<file path="src/hw/rtl/mhgb_queue.sv">
`default_nettype none
module mhgb_queue #(
   parameter int WIDTH = 8,
   parameter int DEPTH = 4,
   localparam int PW = $clog2(DEPTH),
   localparam int CW = $clog2(DEPTH + 1)
) (
   input  wire logic             clock,
   input  wire logic             reset,
   input  wire logic             push,
   input  wire logic [WIDTH-1:0] wdata,
   input  wire logic             pop,
   output logic      [WIDTH-1:0] rdata,
   output logic                  empty,
   output logic      [CW-1:0]    count
);

   logic [WIDTH-1:0] data_ff [DEPTH];
   logic [PW-1:0]    wr_ptr_ff, wr_ptr_in;
   logic [PW-1:0]    rd_ptr_ff, rd_ptr_in;
   logic [CW-1:0]    count_ff, count_in;
   logic             do_push, do_pop;

   assign do_push = push && (count_ff != CW'(DEPTH));
   assign do_pop  = pop && (count_ff != '0);

   always_comb begin
      wr_ptr_in = wr_ptr_ff;
      rd_ptr_in = rd_ptr_ff;
      count_in  = count_ff;
      if (do_push) begin
         wr_ptr_in = (wr_ptr_ff == PW'(DEPTH - 1)) ? '0 : wr_ptr_ff + 1'b1;
      end
      if (do_pop) begin
         rd_ptr_in = (rd_ptr_ff == PW'(DEPTH - 1)) ? '0 : rd_ptr_ff + 1'b1;
      end
      if (do_push && !do_pop) begin
         count_in = count_ff + 1'b1;
      end else if (do_pop && !do_push) begin
         count_in = count_ff - 1'b1;
      end
   end

   always_ff @(posedge clock) begin
      if (reset) begin
         wr_ptr_ff <= '0;
         rd_ptr_ff <= '0;
         count_ff  <= '0;
      end else begin
         wr_ptr_ff <= wr_ptr_in;
         rd_ptr_ff <= rd_ptr_in;
         count_ff  <= count_in;
      end
   end

   always_ff @(posedge clock) begin
      if (do_push) begin
         data_ff[wr_ptr_ff] <= wdata;
      end
   end

   assign rdata = data_ff[rd_ptr_ff];
   assign empty = (count_ff == '0);
   assign count = count_ff;

endmodule
`default_nettype wire

</file>
<file path="config.mk">
export PLATFORM = sky130hd
export DESIGN_NAME = mhgb_queue
export DESIGN_NICKNAME = d
export VERILOG_FILES = /design/src/hw/rtl/mhgb_queue.sv
export SDC_FILE = /design/constraint.sdc
export NUM_CORES = 1
export LEC_CHECK = 0
export BUFFER_PORTS_ARGS = -buffer_cell sky130_fd_sc_hd__buf_2
export CAP_MARGIN = 40
export CORE_ASPECT_RATIO = 0.6
export CORE_MARGIN = 2
export CORE_UTILIZATION = 50
export CTS_CLUSTER_SIZE = 30
export DETAILED_ROUTE_END_ITERATION = 8
export PLACE_DENSITY_LB_ADDON = 0.25
export REMOVE_ABC_BUFFERS = 1
export SLEW_MARGIN = 20
export SYNTH_ARGS = -nofsm -noshare
export SYNTH_HDL_FRONTEND = slang
export SYNTH_SLANG_ARGS = --single-unit
</file>
<file path="constraint.sdc">
create_clock -name clock -period 3.9 [get_ports clock]
set_input_delay 0.585 -clock clock [delete_from_list [all_inputs] [get_ports clock]]
set_output_delay 0.585 -clock clock [all_outputs]
set_load 0.01 [all_outputs]
</file>
==> impl_metrics.json <==
{
  "fin_skew_ps": 4.84,
  "htree_num_levels": 2,
  "tightest_slew_ps": 527,
  "grt_max_degree": 13,
  "hpwl_um": 1780,
  "fin_hold_ws_ps": 506,
  "cts_buffers": 5,
  "syn_area_um2": 1640,
  "die_y_um": 48.4,
  "power_mw": 1.21,
  "grt_pass1_wl_um": 4400,
  "hold_viol_final": 0,
  "floorplan.die_area_um2": 3780,
  "cts_tree": "yes",
  "powerDensity_nw_per_um2": 635,
  "ios": 24,
  "area_growth_syn_to_layout_pct": 16.1,
  "start_util_pct": 51.3,
  "grt_setup_unrepaired": "false",
  "drtAntennaViolNets": 0,
  "dr_total_vias": 850,
  "ir_worst_vdd_v": 0.000326,
  "crit_path_start_kind": "register",
  "setup_viol": 0,
  "fp.coreArea_um2": 3200,
  "pwr-share-clk_pct": 27.0,
  "clock_latency_ps": 290,
  "pwr-share-seq_pct": 49.5,
  "rows": 16,
  "p_leak_nw": 0.704,
  "switching_share_pct": 27.9,
  "seq_area_frac_synth_pct": 69.5,
  "p_sw_mw": 0.338,
  "worst_slack_ps": 1650,
  "syn_inst": 89,
  "cts_sinks": 41,
  "dr.pass1.iters": 5,
  "holdBufCountCts": 0,
  "postSynthAreaPerCell_um2": 18.5,
  "gp_congestion": 0.734,
  "most-common-layout-cells": "32 x edfxtp_1, 23 x buf_2, 9 x dfxtp_1",
  "place_ws_ps": 1670,
  "post-route-min-period_ps": 2250,
  "fp.dieW_um": 78,
  "maxCapViolCount": 0,
  "layout.nets": 135,
  "cts-root-buf": "clkbuf_8",
  "slew_headroom_pct": 64.8,
  "path_class": "register to output pin",
  "antenna_found_initial": 0,
  "setup_tns_ps": 0,
  "worst-endpoint-arrival_ps": 1670,
  "ys_seq_elements": 41,
  "instances_no_fill": 162,
  "clk_path_buf_depth": 2,
  "grt_pass1_vias": 898,
  "synth_cell_types": 24,
  "drc": 0,
  "fmax_mhz": 444,
  "finalCritPeriodShare_pct": 57.8,
  "power.share.combinational_pct": 23.6,
  "antenna-diode-count": 0,
  "cts_resized": 0,
  "drv_slew": 0,
  "placed_area_um2": 1800,
  "routed_wl_um": 2650,
  "fin_area_um2": 1910,
  "status": "complete, no violations",
  "final_common_cell": "edfxtp_1",
  "synth_warnings": 0,
  "drt_iter0_markers": 15,
  "grt_usage_pct": 16.1,
  "drive_gt1_share_pct": 35.0,
  "post_cts_buffers": 0,
  "path_max_fanout": 8,
  "cp-end-kind": "output pin",
  "port_buffers": 23,
  "intPower_mw": 0.874,
  "via_per_inst": 5.25,
  "clkTransAtPathRegs_ps": 70,
  "final_core_util_pct": 59.6,
  "wl_per_cell_um": 16.4,
  "placed_cells": 154,
  "crit_required_ps": 3310,
  "worst_hold_path_type": "register to register",
  "grt.overflow.total": 0
}
==> critical path, stage by stage (launching register included) <==
cell	delay, ps
dfxtp_1	660
mux4_2	570
buf_2	150
==> metal layers <==
metal  up-vias  global-route usage [%]  share of wire (%)
met5         -                       0                  0
met4         0                    7.02                1.8
met3         7                    5.04                4.6
met2        22                    25.3                 49
met1       431                    21.1                 45
li1        390                       -                  -
==> sequential cells by signal, summed over array words and instances, names as in the netlist, named ones only <==
| signal | cells |
|---|---|
| count | 3 |
| rd_ptr_ff | 2 |
| data_ff | 32 |
| wr_ptr_ff | 2 |
==> logic make-up (layout without fill, tap and decap cells) <==
family,Yosys count,after routing,share of synthesized area (%)
compound gates,5,5,3.58
mux,12,12,13.5
xor+xnor,2,2,1.07
flops,41,41,69.5
buf+inv,6,34,1.45
fa+ha+maj,7,7,5.79
simple gates,16,16,5.18
==> final timing paths <==
path	startpoint	to	slack [ps]	cells past startpoint
setup / recovery	register	rdata[5]	1650	2
hold / removal	rd_ptr_ff[0]$_SDFFE_PP0P_	register	510	2
setup reg to reg	count[1]$_SDFFE_PP0P_	count[2]$_SDFFE_PP0P_	1730	8
hold reg to reg	rd_ptr_ff[0]$_SDFFE_PP0P_	register	510	2
==> cells in the mapped netlist <==
master    count  share of area [%]
a21boi_4      1                1.1
a21oi_1       1               0.30
a21oi_2       1               0.53
and2_1        4                1.5
buf_1         1               0.23
buf_2         1               0.30
clkbuf_1      1               0.23
dfxtp_1       9                 11
edfxtp_1     32                 58
fa_1          1                1.2
ha_1          6                4.6
inv_1         3               0.69
mux2_1        1               0.69
mux2i_1       3                1.8
mux4_2        8                 11
nand2_1       1               0.23
nand2b_1      2               0.76
nor2_1        4               0.91
nor2_2        1               0.38
nor3_1        2               0.61
o21ai_0       1               0.30
o31ai_4       1                1.3
or3_1         2               0.76
xor2_1        2                1.1
==> power by group through the flow <==
stage | clock network (mW) | logic [mW] | registers [mW]
final | 0.327 | 0.286 | 0.600
after detailed placement | 0 | 0.291 | 0.612
after CTS | 0.336 | 0.291 | 0.602
after global placement | 0 | 0.283 | 0.607
after floorplan | 0 | 0.198 | 0.600
after global routing | 0.350 | 0.318 | 0.612
==> layout make-up <==
| cell class | instances | area (um2) |
|---|---|---|
| multi-input combinational | 42 | 478 |
| tap | 45 | 56.3 |
| clock buffer | 6 | 72.6 |
| inverter | 3 | 11.3 |
| clock inverter | 2 | 33.8 |
| sequential | 41 | 1140 |
| fill | 262 | 1290 |
| timing repair buffer | 23 | 115 |
(Power assumes the default switching activity.)
