### src/hw/rtl/mhgb_pkg.sv
`default_nettype none
package mhgb_pkg;

   // command codes on req_cmd
   localparam logic [1:0] CMD_CLEAR  = 2'd0;
   localparam logic [1:0] CMD_INSERT = 2'd1;
   localparam logic [1:0] CMD_READ   = 2'd2;

   // result status codes
   localparam logic [2:0] STS_UPDATED    = 3'd0;
   localparam logic [2:0] STS_NOT_HIGHER = 3'd1;
   localparam logic [2:0] STS_INVALID    = 3'd2;
   localparam logic [2:0] STS_TOO_FAR    = 3'd3;
   localparam logic [2:0] STS_HEIGHT_OUT = 3'd4;
   localparam logic [2:0] STS_OFF_GRID   = 3'd5;
   localparam logic [2:0] STS_READ       = 3'd6;
   localparam logic [2:0] STS_CLEARED    = 3'd7;

   // register indexes on the csr port
   localparam logic [2:0] REG_MAX_DIST   = 3'd0;
   localparam logic [2:0] REG_MIN_ELEV   = 3'd1;
   localparam logic [2:0] REG_MAX_ELEV   = 3'd2;
   localparam logic [2:0] REG_CELLS_PM   = 3'd3;
   localparam logic [2:0] REG_MAP_WIDTH  = 3'd4;
   localparam logic [2:0] REG_MAP_HEIGHT = 3'd5;
   localparam logic [2:0] REG_UNKNOWN    = 3'd6;

   localparam logic signed [31:0] UNKNOWN_RESET = 32'sh8000_0000;

   typedef struct packed {
      logic [30:0]        max_dist;
      logic signed [31:0] min_elev;
      logic signed [31:0] max_elev;
      logic [15:0]        cells_per_meter;
      logic [8:0]         map_width;
      logic [8:0]         map_height;
      logic signed [31:0] unknown_value;
   } cfg_type;

   localparam cfg_type CFG_RESET = '{
      max_dist:        31'd262144,
      min_elev:        32'shFFFF_8000,
      max_elev:        32'sd65536,
      cells_per_meter: 16'd2560,
      map_width:       9'd256,
      map_height:      9'd256,
      unknown_value:   UNKNOWN_RESET
   };

   // OP_DIRECT: result fully known in the front, back just reports it
   typedef enum logic [1:0] {
      OP_CLEAR  = 2'd0,
      OP_INSERT = 2'd1,
      OP_READ   = 2'd2,
      OP_DIRECT = 2'd3
   } op_type;

   typedef struct packed {
      op_type             op;
      logic [2:0]         status;
      logic signed [31:0] value;
      logic [7:0]         col;
      logic [7:0]         row;
   } entry_type;

endpackage
`default_nettype wire

### src/hw/rtl/mhgb_front.sv
`default_nettype none
module mhgb_front #(
   parameter int MAX_COLS = 256,
   parameter int MAX_ROWS = 256,
   localparam int COL_W  = $clog2(MAX_COLS),
   localparam int ROW_W  = $clog2(MAX_ROWS),
   localparam int ADDR_W = COL_W + ROW_W
) (
   input  wire logic                 clock,
   input  wire logic                 reset,
   input  wire logic                 accept,
   input  wire logic [1:0]           cmd,
   input  wire logic signed [31:0]   point_x,
   input  wire logic signed [31:0]   point_y,
   input  wire logic signed [31:0]   point_z,
   input  wire logic signed [31:0]   sensor_depth,
   input  wire logic                 point_ok,
   input  wire logic [7:0]           read_col,
   input  wire logic [7:0]           read_row,
   input  wire mhgb_pkg::cfg_type    cfg,
   output logic [1:0]                flight,
   output logic                      push,
   output mhgb_pkg::entry_type       entry,
   output logic [ADDR_W-1:0]         addr
);

   // stage 1: captured item
   logic               s1_v_ff;
   logic [1:0]         s1_cmd_ff;
   logic signed [31:0] s1_x_ff, s1_y_ff, s1_z_ff, s1_depth_ff;
   logic               s1_ok_ff;
   logic [7:0]         s1_rcol_ff, s1_rrow_ff;

   // stage 2: classified, products registered
   logic                s2_v_ff;
   mhgb_pkg::entry_type s2_entry_ff, s2_entry_in;
   logic [ADDR_W-1:0]   s2_addr_ff, s2_addr_in;
   logic signed [48:0]  s2_prod_x_ff, s2_prod_x_in;
   logic signed [48:0]  s2_prod_y_ff, s2_prod_y_in;

   logic               too_far, height_out, in_storage;
   logic [49:0]        sum_x, sum_y;
   logic [25:0]        col, row;
   logic               off_grid;

   always_ff @(posedge clock) begin
      if (reset) begin
         s1_v_ff <= 1'b0;
         s2_v_ff <= 1'b0;
      end else begin
         s1_v_ff <= accept;
         s2_v_ff <= s1_v_ff;
      end
   end

   always_ff @(posedge clock) begin
      if (accept) begin
         s1_cmd_ff   <= cmd;
         s1_x_ff     <= point_x;
         s1_y_ff     <= point_y;
         s1_z_ff     <= point_z;
         s1_depth_ff <= sensor_depth;
         s1_ok_ff    <= point_ok;
         s1_rcol_ff  <= read_col;
         s1_rrow_ff  <= read_row;
      end
      s2_entry_ff  <= s2_entry_in;
      s2_addr_ff   <= s2_addr_in;
      s2_prod_x_ff <= s2_prod_x_in;
      s2_prod_y_ff <= s2_prod_y_in;
   end

   assign too_far    = s1_depth_ff > $signed({1'b0, cfg.max_dist});
   assign height_out = (s1_z_ff < cfg.min_elev) || (s1_z_ff > cfg.max_elev);
   assign in_storage = (32'(s1_rcol_ff) < 32'(MAX_COLS)) &&
                       (32'(s1_rrow_ff) < 32'(MAX_ROWS));

   assign s2_prod_x_in = 49'(s1_x_ff) * 49'($signed({1'b0, cfg.cells_per_meter}));
   assign s2_prod_y_in = 49'(s1_y_ff) * 49'($signed({1'b0, cfg.cells_per_meter}));

   always_comb begin
      s2_entry_in = '0;
      s2_addr_in  = '0;
      case (s1_cmd_ff)
         mhgb_pkg::CMD_CLEAR: begin
            s2_entry_in.op     = mhgb_pkg::OP_CLEAR;
            s2_entry_in.status = mhgb_pkg::STS_CLEARED;
         end
         mhgb_pkg::CMD_INSERT: begin
            s2_entry_in.op = mhgb_pkg::OP_DIRECT;
            if (!s1_ok_ff) begin
               s2_entry_in.status = mhgb_pkg::STS_INVALID;
            end else if (too_far) begin
               s2_entry_in.status = mhgb_pkg::STS_TOO_FAR;
            end else if (height_out) begin
               s2_entry_in.status = mhgb_pkg::STS_HEIGHT_OUT;
            end else begin
               s2_entry_in.op     = mhgb_pkg::OP_INSERT;
               s2_entry_in.status = mhgb_pkg::STS_UPDATED;
               s2_entry_in.value  = s1_z_ff;
            end
         end
         default: begin
            // read; an undefined command reads too
            s2_entry_in.status = mhgb_pkg::STS_READ;
            s2_entry_in.col    = s1_rcol_ff;
            s2_entry_in.row    = s1_rrow_ff;
            if (in_storage) begin
               s2_entry_in.op = mhgb_pkg::OP_READ;
               s2_addr_in     = {ROW_W'(s1_rrow_ff), COL_W'(s1_rcol_ff)};
            end else begin
               s2_entry_in.op    = mhgb_pkg::OP_DIRECT;
               s2_entry_in.value = cfg.unknown_value;
            end
         end
      endcase
   end

   // index = floor((coord*scale + size*2^23) / 2^24), exact
   assign sum_x = {s2_prod_x_ff[48], s2_prod_x_ff} + {18'd0, cfg.map_width, 23'd0};
   assign sum_y = {s2_prod_y_ff[48], s2_prod_y_ff} + {18'd0, cfg.map_height, 23'd0};
   assign col   = sum_x[49:24];
   assign row   = sum_y[49:24];

   assign off_grid = col[25] || (col[24:0] >= 25'(cfg.map_width)) ||
                     (col[24:0] >= 25'(MAX_COLS)) ||
                     row[25] || (row[24:0] >= 25'(cfg.map_height)) ||
                     (row[24:0] >= 25'(MAX_ROWS));

   always_comb begin
      entry = s2_entry_ff;
      addr  = s2_addr_ff;
      if (s2_entry_ff.op == mhgb_pkg::OP_INSERT) begin
         if (off_grid) begin
            entry        = '0;
            entry.op     = mhgb_pkg::OP_DIRECT;
            entry.status = mhgb_pkg::STS_OFF_GRID;
         end else begin
            entry.col = col[7:0];
            entry.row = row[7:0];
            addr      = {row[ROW_W-1:0], col[COL_W-1:0]};
         end
      end
   end

   assign push   = s2_v_ff;
   assign flight = {1'b0, s1_v_ff} + {1'b0, s2_v_ff};

endmodule
`default_nettype wire

### config.mk
export PLATFORM = sky130hd
export DESIGN_NAME = mhgb_front
export DESIGN_NICKNAME = d
export VERILOG_FILES = /design/src/hw/rtl/mhgb_pkg.sv /design/src/hw/rtl/mhgb_front.sv
export SDC_FILE = /design/constraint.sdc
export NUM_CORES = 2
export LEC_CHECK = 0
export BUFFER_PORTS_ARGS = -buffer_cell sky130_fd_sc_hd__buf_2
export CAP_MARGIN = 20
export CORE_MARGIN = 2
export CORE_UTILIZATION = 56
export CTS_CLUSTER_SIZE = 16
export DETAILED_ROUTE_END_ITERATION = 16
export GPL_ROUTABILITY_DRIVEN = 0
export GPL_TIMING_DRIVEN = 0
export PLACE_DENSITY_LB_ADDON = 0.1
export SLEW_MARGIN = 20
export SYNTH_ARGS = -nofsm -noshare
export SYNTH_HDL_FRONTEND = slang
export SYNTH_SLANG_ARGS = --single-unit
### constraint.sdc
create_clock -name clock -period 8.5 [get_ports clock]
set_input_delay 0.85 -clock clock [delete_from_list [all_inputs] [get_ports clock]]
set_output_delay 0.85 -clock clock [all_outputs]
set_load 0.1 [all_outputs]
==> impl_metrics.py <==
metrics = {
    "layout": {
        "synthToLayoutAreaGrowth_pct": 9.43,
        "post-route-cell-area_um2": 51400,
        "layout.filler_cells": 7271,
        "drive_above_1_share": 0.0857,
        "final_net_count": 7023,
    },
    "synthesis": {
        "synth.mux.area_fraction": 0.00280,
        "synth-xor-area-share": 0.0162,
        "seq_area_frac_synth": 0.140,
        "synth_top_cells_by_count": "sky130_fd_sc_hd__inv_1, sky130_fd_sc_hd__fa_1, sky130_fd_sc_hd__nand2_1",
        "post_synth_num_cell_types": 74,
        "basic_gate_share_of_the_synthesized_area_counting_and_or_nand_and_nor_cells": 0.153,
        "synth-compound-area-share": 0.0608,
        "synth_top_family_by_area": "adder cells",
        "synth_most_common_cell": "sky130_fd_sc_hd__inv_1",
        "synth_flop_cell": "sky130_fd_sc_hd__edfxtp_1",
        "synthesized_instance_count": 5001,
        "share_of_yosys_cell_area_claimed_by_the_top_area_cell_type": 0.416,
        "synthTopCellsByArea": "sky130_fd_sc_hd__fa_1, sky130_fd_sc_hd__inv_1, sky130_fd_sc_hd__ha_1, sky130_fd_sc_hd__edfxtp_1, sky130_fd_sc_hd__and2_1",
        "yosysTopAreaCell": "sky130_fd_sc_hd__fa_1",
        "synth.ff_latch_count": 254,
        "postSynthNetCount": 6647,
        "post_synth_instance_area_um2": 47000,
        "synth_fa_ha_area_frac": 0.511,
        "number_of_warnings_printed_during_yosys_synthesis": 0,
        "asyncSetResetFlopFracSynth": 0,
        "synth.avg_cell_area_um2": 9.40,
        "synth-edff-count": 147,
    },
    "setup_path": {
        "start_kind": "input port",
        "worstPathArrival_ns": 8.89,
        "cp-end-kind": "flip-flop",
        "cp_data_required_time_ns": 9.00,
        "timing.critical_path.fanout_max": 11,
        "critPathKind": "input port to flip-flop",
    },
    "clock_network": {
        "clock_slew_seen_by_the_registers_of_the_worst_setup_and_hold_paths_ns": 0.06,
        "cts_buffers": 35,
        "cts_buffer_depth": 3,
        "clkLatencyLatePin_ns": 0.62,
        "clockRootBuffer": "sky130_fd_sc_hd__clkbuf_16",
        "htree_num_levels": 2,
        "cts.sinks": 254,
        "cts_tree": "yes",
        "cts.repair_timing.setup_buffer_count": 0,
    },
    "worst_hold_path": {
        "hold_path_class": "input port to flip-flop",
    },
    "detailed_routing": {
        "vias": 35500,
        "detailroute.wirelength.met3_um": 13300,
        "wirelength_met1_um": 54500,
        "top_layer": "met5",
        "drt_pre_antenna_iters": 5,
        "route.antenna.remaining_nets": 0,
        "post_drt_via_cell_ratio": 5.46,
        "route.detailed.drc": 0,
        "drt-total-wl_um": 143000,
        "detailed_route_wire_length_per_cell_um": 22.1,
        "initialDrtViolationCount": 2454,
        "met2_length_um": 66000,
    },
    "timing": {
        "fin_crit_sh": 0.987,
        "final.setup.worst_slack_ns": 0.111,
        "hold_viol": 0,
        "finClkSkew_ns": 0.0506,
        "max_clock_freq_mhz": 119,
        "unrepaired_setup_endpoints_after_global_routing": "no",
        "post_layout_min_period_ns": 8.39,
        "timing_worst_slew_pin_value_ns": 1.23,
        "final-max-slew-violation-count": 0,
        "setup_viol_count_final": 0,
        "maxSlewHeadroom": 0.183,
        "final.setup.tns_ns": 0,
        "timing.hold.ws_ns": 0.401,
    },
    "global_route": {
        "grt_pass1_wl_um": 223000,
        "grt_start_max_net_pins": 98,
        "grt_pass1_vias": 37600,
        "overflow": 0,
        "grt_use_total": 0.348,
        "grt_antenna_before_repair": 27,
    },
    "die": {
        "initial_core_util": 0.563,
        "die_x_um": 294,
        "fp-row-count": 106,
        "floorplan.core_area_um2": 83400,
        "design.die.area_um2": 86300,
        "io-pin-count": 383,
        "die_height_um": 294,
    },
    "job": {
        "maxCapViolations": 0,
    },
    "placement": {
        "port_buffers": 334,
        "place.detailed.hpwl_um": 118000,
        "placedInstanceArea_um2": 50100,
        "pre_cts_slack_ns": -1.53,
    },
    "run_status": {
        "run_status": "completed",
    },
}
[worst max-delay path: stages]
cell and delay (ns):
sky130_fd_sc_hd__clkdlybuf4s15_1 0.81, sky130_fd_sc_hd__clkbuf_1 0.80, sky130_fd_sc_hd__and2_1 0.24, sky130_fd_sc_hd__ha_1 0.21, sky130_fd_sc_hd__fa_1 0.49, sky130_fd_sc_hd__fa_1 0.52, sky130_fd_sc_hd__fa_1 0.43, sky130_fd_sc_hd__fa_1 0.48
sky130_fd_sc_hd__inv_1 0.05, sky130_fd_sc_hd__fa_1 0.49, sky130_fd_sc_hd__inv_1 0.07, sky130_fd_sc_hd__ha_1 0.31, sky130_fd_sc_hd__nand3_1 0.14, sky130_fd_sc_hd__o221ai_1 0.15, sky130_fd_sc_hd__a211oi_1 0.72, sky130_fd_sc_hd__o21ai_1 0.37
sky130_fd_sc_hd__a21oi_1 0.49, sky130_fd_sc_hd__o21ai_2 0.22, sky130_fd_sc_hd__a31oi_1 0.35, sky130_fd_sc_hd__o21ai_0 0.28, sky130_fd_sc_hd__a21oi_1 0.24, sky130_fd_sc_hd__xnor2_1 0.14
[sequential cells by signal (all words and copies together), names as in the netlist, 26 cells and up]
name	count
s1_x_ff	32
s1_z_ff	32
s2_prod_y_ff	26
s1_y_ff	32
s2_entry_ff	52
s1_depth_ff	32
s2_prod_x_ff	26
[per-layer routing]
layer  GRT usage  up-vias
li1            -    15800
met1       0.449    17700
met2       0.558     1587
met3      0.0702      386
met4       0.185       16
met5           0        -
[cell families (layout without fill, tap and decap cells)]
| kind of cell | Yosys count | in the layout |
|---|---|---|
| simple gates | 1433 | 1433 |
| fa+ha+maj | 1335 | 1335 |
| buf+inv | 1451 | 1853 |
| compound gates | 429 | 429 |
| mux | 12 | 12 |
| xor+xnor | 87 | 87 |
| other cells | 0 | 10 |
| flops | 254 | 254 |
[final timing paths]
| check | start | end | slack (ns) | cells past startpoint |
|---|---|---|---|---|
| setup / recovery | cfg[64] | s2_prod_x_ff[47] | 0.11 | 22 |
| hold / removal | point_x[8] | s1_x_ff[8] | 0.40 | 1 |
| setup reg to reg | s1_x_ff[6] | s2_prod_x_ff[47] | 0.23 | 24 |
| hold reg to reg | s1_rcol_ff[5] | s2_entry_ff[13] | 0.45 | 1 |
[cell type report]
class                      instances  area [µm²]  share of cell area
sequential                       254        6560               0.127
clock inverter                    16         185             0.00360
multi-input combinational       3296       35000               0.681
tap                             1080        1350              0.0263
timing repair buffer             339        1750              0.0340
buffer                           210         862              0.0168
antenna                           10        25.0            0.000487
inverter                        1241        4660              0.0906
clock buffer                      47        1030              0.0201
[what timing repair did]
item,4_1_cts,5_1_grt
gates resized for setup,16,50
hold endpoints to repair,0,0
hold buffers,0,0
setup endpoints to repair,15,9
[cells in the final DEF (no fill, tap or decap), types with 41 or more instances in the layout]
cell type,Yosys,final
sky130_fd_sc_hd__nand3_1,48,48
sky130_fd_sc_hd__nor2_1,54,54
sky130_fd_sc_hd__clkbuf_1,204,167
sky130_fd_sc_hd__buf_2,5,340
sky130_fd_sc_hd__dfxtp_1,107,107
sky130_fd_sc_hd__inv_1,1241,1241
sky130_fd_sc_hd__nand2_1,650,650
sky130_fd_sc_hd__xnor2_1,58,58
sky130_fd_sc_hd__o21ai_0,72,70
sky130_fd_sc_hd__ha_1,359,359
sky130_fd_sc_hd__edfxtp_1,147,147
sky130_fd_sc_hd__a21o_1,88,88
sky130_fd_sc_hd__and2_1,508,508
sky130_fd_sc_hd__nand4_1,41,41
sky130_fd_sc_hd__fa_1,976,976
sky130_fd_sc_hd__a21oi_1,90,90
[through the flow]
step,instances,utilization
floorplan,5001,-
global route,6485,0.616
finish,6493,0.616
detailed placement,6420,0.601
CTS,6483,0.616
global placement,6415,0.600
Power is not shown: default switching activity piles up to over one toggle a cycle in this logic, so the estimate is an artifact.
